[config.mk]
export PLATFORM = sky130hd
export DESIGN_NAME = affs_cordic
export DESIGN_NICKNAME = d
export VERILOG_FILES = /design/src/rtl/affs_pkg.sv /design/src/rtl/affs_cordic.sv
export SDC_FILE = /design/constraint.sdc
export NUM_CORES = 1
export LEC_CHECK = 0
export BUFFER_PORTS_ARGS = -buffer_cell sky130_fd_sc_hd__buf_4
export CAP_MARGIN = 20
export CORE_MARGIN = 8
export CORE_UTILIZATION = 50
export DETAILED_ROUTE_END_ITERATION = 6
export PLACE_DENSITY = 0.75
export SKIP_LAST_GASP = 1
export SYNTH_ARGS = -nofsm -noshare
export SYNTH_HDL_FRONTEND = slang
export SYNTH_SLANG_ARGS = --single-unit
export TNS_END_PERCENT = 100
[constraint.sdc]
create_clock -name clk -period 10.3 [get_ports clk]
set_input_delay 2.06 -clock clk [delete_from_list [all_inputs] [get_ports clk]]
set_output_delay 2.06 -clock clk [all_outputs]
set_load 0.02 [all_outputs]
[src/rtl/affs_pkg.sv]
`timescale 1ns / 1ps
`default_nettype none

package affs_pkg;

  // slot table geometry
  localparam int SLOT_COUNT = 16;
  localparam int SLOT_W     = (SLOT_COUNT > 1) ? $clog2(SLOT_COUNT) : 1;
  localparam int MEM_DEPTH  = SLOT_COUNT * 9;
  localparam int MEM_AW     = $clog2(MEM_DEPTH);

  // fixed point constants, Q16.16
  localparam logic signed [31:0] FX_ONE     = 32'sd65536;
  localparam int                 TWO_PI_FX  = 411775;
  localparam int                 PI_FX      = 205887;
  localparam int                 HALF_PI_FX = 102944;

  // cordic constants, Q2.30
  localparam int CORDIC_STEPS = 30;
  localparam int CORDIC_GAIN  = 652032874;

  localparam logic [29:0] ATAN_Q30 [CORDIC_STEPS] = '{
    30'd843314856, 30'd497837829, 30'd263043836, 30'd133525158, 30'd67021686,
    30'd33543515, 30'd16775850, 30'd8388437, 30'd4194282, 30'd2097149,
    30'd1048575, 30'd524287, 30'd262143, 30'd131071, 30'd65535, 30'd32767,
    30'd16383, 30'd8191, 30'd4095, 30'd2047, 30'd1023, 30'd511, 30'd255,
    30'd127, 30'd63, 30'd31, 30'd15, 30'd7, 30'd3, 30'd1
  };

  typedef struct packed {
    logic [3:0]         slot;
    logic signed [31:0] scale_x;
    logic signed [31:0] scale_y;
    logic signed [31:0] angle;
    logic signed [31:0] shift_x;
    logic signed [31:0] shift_y;
  } item_t;

  typedef struct packed {
    logic               matrix_kind;
    logic [1:0]         row_index;
    logic signed [31:0] elem_col0;
    logic signed [31:0] elem_col1;
    logic signed [31:0] elem_col2;
    logic               last_row;
  } result_t;

  // one matrix row, element 0 in the low word
  typedef logic [2:0][31:0] row_t;

endpackage

`default_nettype wire

[src/rtl/affs_cordic.sv]
`timescale 1ns / 1ps
`default_nettype none

module affs_cordic (
  input  wire logic               clk,
  input  wire logic               rst,
  input  wire logic               start,
  input  wire logic signed [31:0] angle,
  output logic                    done,
  output logic signed [31:0]      sin_val,
  output logic signed [31:0]      cos_val
);
  import affs_pkg::*;

  typedef enum logic [4:0] {
    C_IDLE = 5'b00001,
    C_RED  = 5'b00010,
    C_FOLD = 5'b00100,
    C_ROT  = 5'b01000,
    C_OUT  = 5'b10000
  } cstate_t;

  cstate_t            state;
  logic [31:0]        rem;
  logic               neg;
  logic               flip;
  logic [4:0]         step;
  logic signed [33:0] x;
  logic signed [33:0] y;
  logic signed [33:0] z;

  // restoring reduction by two pi times a power of two
  logic [33:0] red_sub;
  assign red_sub = {2'b00, rem} - (34'(TWO_PI_FX) << step[3:0]);

  // signed remainder moved into (-pi, pi] and folded into [-pi/2, pi/2]
  logic signed [20:0] r0;
  logic signed [20:0] r1;
  logic signed [20:0] r2;
  logic signed [20:0] r3;
  logic               fold;
  always_comb begin
    r0   = neg ? -$signed({2'b00, rem[18:0]}) : $signed({2'b00, rem[18:0]});
    r1   = (r0 < 0) ? r0 + 21'(TWO_PI_FX) : r0;
    r2   = (r1 > 21'(PI_FX)) ? r1 - 21'(TWO_PI_FX) : r1;
    fold = 1'b0;
    r3   = r2;
    if (r2 > 21'(HALF_PI_FX)) begin
      r3   = r2 - 21'(PI_FX);
      fold = 1'b1;
    end else if (r2 < -21'(HALF_PI_FX)) begin
      r3   = r2 + 21'(PI_FX);
      fold = 1'b1;
    end
  end

  // one rotation step
  logic signed [33:0] xs;
  logic signed [33:0] ys;
  logic signed [33:0] at;
  logic signed [33:0] xo;
  logic signed [33:0] yo;
  assign xs = x >>> step;
  assign ys = y >>> step;
  assign at = $signed({4'b0000, ATAN_Q30[step]});
  assign xo = x >>> 14;
  assign yo = y >>> 14;

  always_ff @(posedge clk) begin
    if (rst) begin
      state <= C_IDLE;
      step  <= '0;
      done  <= 1'b0;
    end else begin
      done <= (state == C_OUT);
      case (state)
        C_IDLE: begin
          if (start) begin
            rem   <= angle[31] ? (~angle + 32'd1) : angle;
            neg   <= angle[31];
            step  <= 5'd13;
            state <= C_RED;
          end
        end
        C_RED: begin
          if (!red_sub[33]) begin
            rem <= red_sub[31:0];
          end
          if (step == 5'd0) begin
            state <= C_FOLD;
          end else begin
            step <= step - 5'd1;
          end
        end
        C_FOLD: begin
          flip  <= fold;
          z     <= {{13{r3[20]}}, r3} <<< 14;
          x     <= 34'(CORDIC_GAIN);
          y     <= '0;
          step  <= '0;
          state <= C_ROT;
        end
        C_ROT: begin
          if (!z[33]) begin
            x <= x - ys;
            y <= y + xs;
            z <= z - at;
          end else begin
            x <= x + ys;
            y <= y - xs;
            z <= z + at;
          end
          if (step == 5'(CORDIC_STEPS - 1)) begin
            state <= C_OUT;
          end else begin
            step <= step + 5'd1;
          end
        end
        C_OUT: begin
          cos_val <= 32'(flip ? -xo : xo);
          sin_val <= 32'(flip ? -yo : yo);
          state   <= C_IDLE;
        end
        default: begin
          state <= C_IDLE;
        end
      endcase
    end
  end

endmodule

`default_nettype wire

* Word level (Yosys, flattened, before mapping) *
Memories as Yosys holds them, arrays and structs flattened.
Cells that the tools add are included.

operators by class
  add/subtract/negate cells = 17
  order comparisons = 5
  eq/ne operators = 12
  shifts and indexed selects = 3
  muxes and demuxes = 28
  bitwise operators = 3
  reductions and logical operators = 11

operators with widths
  cell                      number
  $pmux W34 S2              3
  $mux W32                  5
  $mux W34                  3
  $add A34 B34 Y34          2
  $sshr A34 B5 Y34          2
  $sub A34 B34 Y34          2
  $neg A20 Y32              2
  $pmux W32 S2              1
  $mux W21                  3
  $mux W30                  2
  $mux W20                  2
  $pmux W5 S4               2
  $add A34 B31 Y34          1
  $shl A19 B4 Y34 const A   1
  $sub A32 B34 Y34          1
  $sub A34 B31 Y34          1
  $add A32 B1 Y32 const B   1
  $not A32 Y32              1
  $mux W5                   6
  $add A21 B20 Y21 const B  1
  $gt A21 B18 Y1 const B    1
  $gt A21 B19 Y1 const B    1
  $lt A21 B1 Y1 const B     1
  $lt A21 B18 Y1 const B    1
  22 further kinds          33

storage, ports and cells
  register bits after elaboration = 211
  bits in read-only memories = 960
  bits of input ports = 35
  output and inout bits = 65
  word-level logic and storage cells = 91
  memories = 1

memory list
  name             depth  bits a word  read ports  clocked after Yosys merged registers in  wr ports  line               text
  (no name shown)  32     30           1           0                                        0         affs_cordic.sv:65  assign at = $signed({4'b0000, ATAN_Q30[step]});

* Logic depth before layout (Yosys ltp) *
  word-level depth = 10
  gate-level depth with buffers = 33
  mapped depth without buffers = 28

* Least setup slack after synthesis *
Ideal clock, no wire load.

  path type = input port to flip-flop
  start = input rst
  end = register cos_val[0] (enable)
  setup time = 666 ps
  arrival time = 8583 ps
  required time = 9634 ps
  setup slack = 1051 ps
  stages = 1
  buffers on the path = 0
  cell sequence = nor4b_1

on the way
  cells in the longest elaborated chain, start to end = 2

RTL lines
  element                      line                text
  start, declared              affs_cordic.sv:6    input wire logic rst,
  $not A1 Y1 (no line)         n/a
  $reduce_and A2 Y1 (no line)  n/a
  end signal, assigned         affs_cordic.sv:120  cos_val <= 32'(flip ? -xo : xo);
  end, declared                affs_cordic.sv:11   output logic signed [31:0] cos_val

Every way passes these cells.
A chain may end at the register's enable or synchronous reset.

* Worst setup path in the final report *
  start = register rem[0]
  end = register z[32] (data pin)

on the way
  cells in the longest elaborated chain, start to end = 10
  elaborated cells between the ends (all ways) = 15
  classes of those cells = add/sub: 5; order compare: 4; mux: 6

RTL lines
  element                                             line                                  text
  start, declared                                     affs_cordic.sv:24                     logic [31:0] rem;
  start signal, assigned                              affs_cordic.sv:79                     rem <= angle[31] ? (~angle + 32'd1) : angle;
  start signal, assigned                              affs_cordic.sv:87                     rem <= red_sub[31:0];
  $neg A19 Y21                                        affs_cordic.sv:43                     r0 = neg ? -$signed({2'b00, rem[18:0]}) : $signed({2'b00, rem[18:0]});
  $mux W21 (*)                                        affs_cordic.sv:43
  $add A21 B20 Y21 or $lt A21 B1 Y1 (tied branches)   affs_cordic.sv:44                     r1 = (r0 < 0) ? r0 + 21'(TWO_PI_FX) : r0;
  $mux W21 (*)                                        affs_cordic.sv:44
  $sub A21 B20 Y21 or $gt A21 B19 Y1 (tied branches)  affs_cordic.sv:45                     r2 = (r1 > 21'(PI_FX)) ? r1 - 21'(TWO_PI_FX) : r1;
  $mux W21 (*)                                        affs_cordic.sv:45
  $add A20 B19 Y20 or $lt A21 B18 Y1 (tied branches)  affs_cordic.sv:52, affs_cordic.sv:51
  $mux W20                                            affs_cordic.sv:51                     end else if (r2 < -21'(HALF_PI_FX)) begin
  $mux W20 (*)                                        affs_cordic.sv:48                     if (r2 > 21'(HALF_PI_FX)) begin
  $pmux W34 S2 (*)                                    affs_cordic.sv:76                     case (state)
  end signal, assigned                                affs_cordic.sv:97                     z <= {{13{r3[20]}}, r3} <<< 14;
  end signal, assigned                                affs_cordic.sv:107                    z <= z - at;
  end signal, assigned                                affs_cordic.sv:111                    z <= z + at;
  end, declared                                       affs_cordic.sv:30                     logic signed [33:0] z;

Mark *: on every way between the ends. The rest lies on a longest branch, timed or not.

==> flow_metrics.py <==
metrics = {
    "setup_path": {
        "crit_buf_inv": 2,
        "cpMostUsedCell": "nand4_1",
        "endpoint_kind": "flip-flop",
        "required_ps": 10690,
        "worstPathMaxFanout": 17,
        "crit_chain": "inv_1 -> ha_1 -> or4b_1 -> or4_1 -> o21ai_2 -> a311oi_2 -> xor2_1 -> nand4_1 -> a22oi_2 -> a21oi_1 -> buf_4 -> nor2_4 -> mux2i_1 -> ha_1 -> o211ai_1 -> nor3_1 -> o32a_1 -> nand4_1 -> nand4_1 -> nand2_1 -> a32o_1 -> a31o_1 -> a211oi_1",
        "cp.arrival_ps": 8510,
        "crit_type": "reg2reg",
        "critPathSlowestCell": "or4_1",
        "start_kind": "flip-flop",
        "crit_start": "rem[0]$_DFFE_PP_",
        "max_stage_delay_ps": 670,
        "cpLargestDelayFamily": "simple AND/OR/NAND/NOR gates",
        "r2r-start": "rem[0]$_DFFE_PP_",
    },
    "worst_hold_path": {
        "hp-start": "state[0]$_SDFFE_PP1P_",
        "hp-class": "reg2reg",
    },
    "global_route": {
        "antenna_found_initial": 0,
        "gr-total-overflow": 0,
        "grt_pass1_vias": 22200,
        "groute.usage.overall_pct": 24.9,
        "grt_pass1_wl_um": 117000,
        "grt_max_degree": 73,
    },
    "die": {
        "die_w_um": 239,
        "fp.dieArea_um2": 56900,
        "core_um2": 49000,
        "rows": 81,
        "chipHeight_um": 239,
        "pin_count": 100,
        "start_util_pct": 50.6,
    },
    "cells_and_area": {
        "multiInputGateArea_um2": 17600,
        "register_area_um2": 6240,
        "fin_nets": 3160,
        "num-fill-cells": 4518,
        "area_growth_pct": 8.23,
        "layout-drive-gt1-share_pct": 11.1,
    },
    "timing": {
        "tightest_slew_ps": 1080,
        "rsz0062_at_grt": "no",
        "fmax_mhz": 123,
        "hold_violations": 0,
        "setup_tns_ps": 0,
        "fin_crit_ps": 8110,
        "clock_skew_ps": 30.9,
        "finalCritPeriodShare_pct": 78.7,
        "setup_viol": 0,
        "final-max-slew-violation-count": 0,
        "slew_headroom_pct": 27.0,
    },
    "routing": {
        "drtPass1Iterations": 7,
        "wirelength_um": 73900,
        "wire_per_inst_um": 20.2,
        "drtAntennaViolNets": 0,
        "route.detailed.drc": 0,
        "via_per_inst": 6.40,
        "vias": 23400,
        "drt_iter0_drc": 2276,
    },
    "synthesis": {
        "synth_nets": 3178,
        "synth_area_leaders": "edfxtp_1 24%, ha_1 7.6%, xnor2_1 7.3%",
        "ys_warn_count": 0,
        "synth_edf_count": 200,
        "ys_async_sr_fraction_pct": 0,
        "synth_seq_cells": 211,
        "synth.largest_area_cell": "edfxtp_1",
        "synth-seq-area-share_pct": 25.1,
        "synth_top_area_share_pct": 24.2,
        "synth.avg_cell_area_um2": 8.29,
        "ys_types": 107,
        "synthCells": 2988,
        "synth_area_um2": 24800,
        "ys.flop_type": "edfxtp_1",
    },
    "clock_network": {
        "root_buffer": "clkbuf_16",
        "hold_buffers": 0,
        "cts_tree": "built",
        "cts_buffers": 27,
        "cts.sinks": 211,
        "clock_latency_ps": 580,
        "clock_path_buffers": 3,
        "path_clk_slew_ps": 60,
        "h-tree-depth": 1,
        "cts.repair.resized": 0,
        "cts_setup_buffers": 0,
    },
    "status": {
        "status": "finished clean",
    },
    "run": {
        "cap_violations": 0,
    },
    "power_and_ir_drop": {
        "peakVddDrop_v": 0.000101,
        "total_power_mw": 4.19,
        "power.density_nw_per_um2": 156,
        "power_leakage_nw": 9.97,
    },
    "placement": {
        "gp_congestion": 0.955,
        "port_buffers": 99,
        "dp_hpwl_um": 56300,
    },
}
==> routing by layer <==
layer	global-route usage, %	vias to the layer above	share of wire (%)
li1	-	11100	-
met1	33.1	11100	42
met5	0	-	0
met4	8.49	0	3.4
met2	40.9	1051	46
met3	3.98	183	8.1
==> worst register-to-register path, cell delays in order (launching register included) <==
cell	delay, ps
edfxtp_1	540
inv_1	210
ha_1	440
or4b_1	650
or4_1	670
o21ai_2	540
a311oi_2	140
xor2_1	580
nand4_1	320
a22oi_2	370
a21oi_1	110
buf_4	200
nor2_4	230
mux2i_1	440
ha_1	260
o211ai_1	120
nor3_1	170
o32a_1	180
nand4_1	140
nand4_1	310
nand2_1	490
a32o_1	410
a31o_1	190
a211oi_1	230
==> sequential cells by signal, summed over array words and instances, names as in the netlist <==
name,count
cos_val,32
state,5
z,34
done,1
neg,1
y,34
rem,32
flip,1
step,5
x,34
sin_val,32
==> synth_stat cells (39+ instances only) <==
cell      count
a21oi_1     230
and3_1       39
clkbuf_1    128
edfxtp_1    200
ha_1        150
inv_1        88
mux2i_1      51
mux4_2       59
nand2_1     322
nand3_1      66
nor2_1      274
nor3_1       78
o21a_1       43
o21ai_0     236
xnor2_1     206
xor2_1       97
==> worst paths after layout <==
path         slack [ps]              end  cells after the start
min                 600  done$_SDFF_PP0_                      1
max                2190  z[32]$_DFFE_PP_                     23
min reg2reg         600  done$_SDFF_PP0_                      1
max reg2reg        2190  z[32]$_DFFE_PP_                     23
==> final cells by class <==
class                           instances  area share [%]
Antenna cell                            1         0.00933
Clock buffer                           30            2.56
Clock inverter                         20           0.882
Inverter                               90            1.26
Multi-Input combinational cell       2516            65.5
Sequential cell                       211            23.3
Tap cell                              664            3.10
Timing Repair Buffer                  124            3.47
==> through the flow <==
stage	hold slack (ps)	setup slack [ps]	std cells	util, %	cell area, um2
2_1_floorplan	459	1050	2988	-	24800
3_3_place_gp	559	2660	3605	52.9	25900
3_5_place_dp	567	2350	3605	52.9	25900
4_1_cts	589	2320	3655	54.8	26800
5_1_grt	609	1560	3655	54.8	26800
6_report	595	2190	3656	54.8	26800
==> power breakdown <==
| part | internal [mW] | switching, mW | total [mW] |
|---|---|---|---|
| combinational | 0.877 | 1.32 | 2.19 |
| clock | 0.586 | 0.399 | 0.985 |
| sequential | 0.967 | 0.0461 | 1.01 |
| total | 2.43 | 1.76 | 4.19 |
==> cell families (layout without fill, tap and decap cells) <==
family                   count (synthesis)  after routing  share of synthesized area [%]
AO/OA/AOI/OAI                          878            878                           23.2
XOR/XNOR                               303            303                           10.7
adder cells (fa/ha/maj)                155            155                           7.98
buffers and inverters                  261            264                           4.15
flip-flops                             211            211                           25.1
multiplexers                           138            138                           8.69
other                                    0              1                              0
AND/OR/NAND/NOR                       1042           1042                           20.2
==> cell usage in the layout (no fill, tap or decap), types with 13 or more instances in the layout <==
cell type  count
nor3_1        78
nor4_1        22
o31ai_1       35
a21oi_1      229
and2_1        36
o21a_1        43
o22ai_1       13
xor2_1        97
xnor2_1      206
or4_1         21
or3_1         32
a211oi_1      32
clkbuf_16     27
inv_1         86
nand4_1       13
nand2_1      322
a21o_1        29
o211ai_1      31
o21bai_1      19
nand3_1       65
nand2b_1      37
a31oi_1       31
and3_1        39
mux2i_1       51
o41ai_1       18
nor2b_1       32
a21boi_0      13
ha_1         150
nor2_1       274
mux2_2        28
o21ai_0      236
mux4_2        59
or2_2         22
buf_4        124
edfxtp_1     200
No activity file was read; power rests on OpenSTA's default activity.
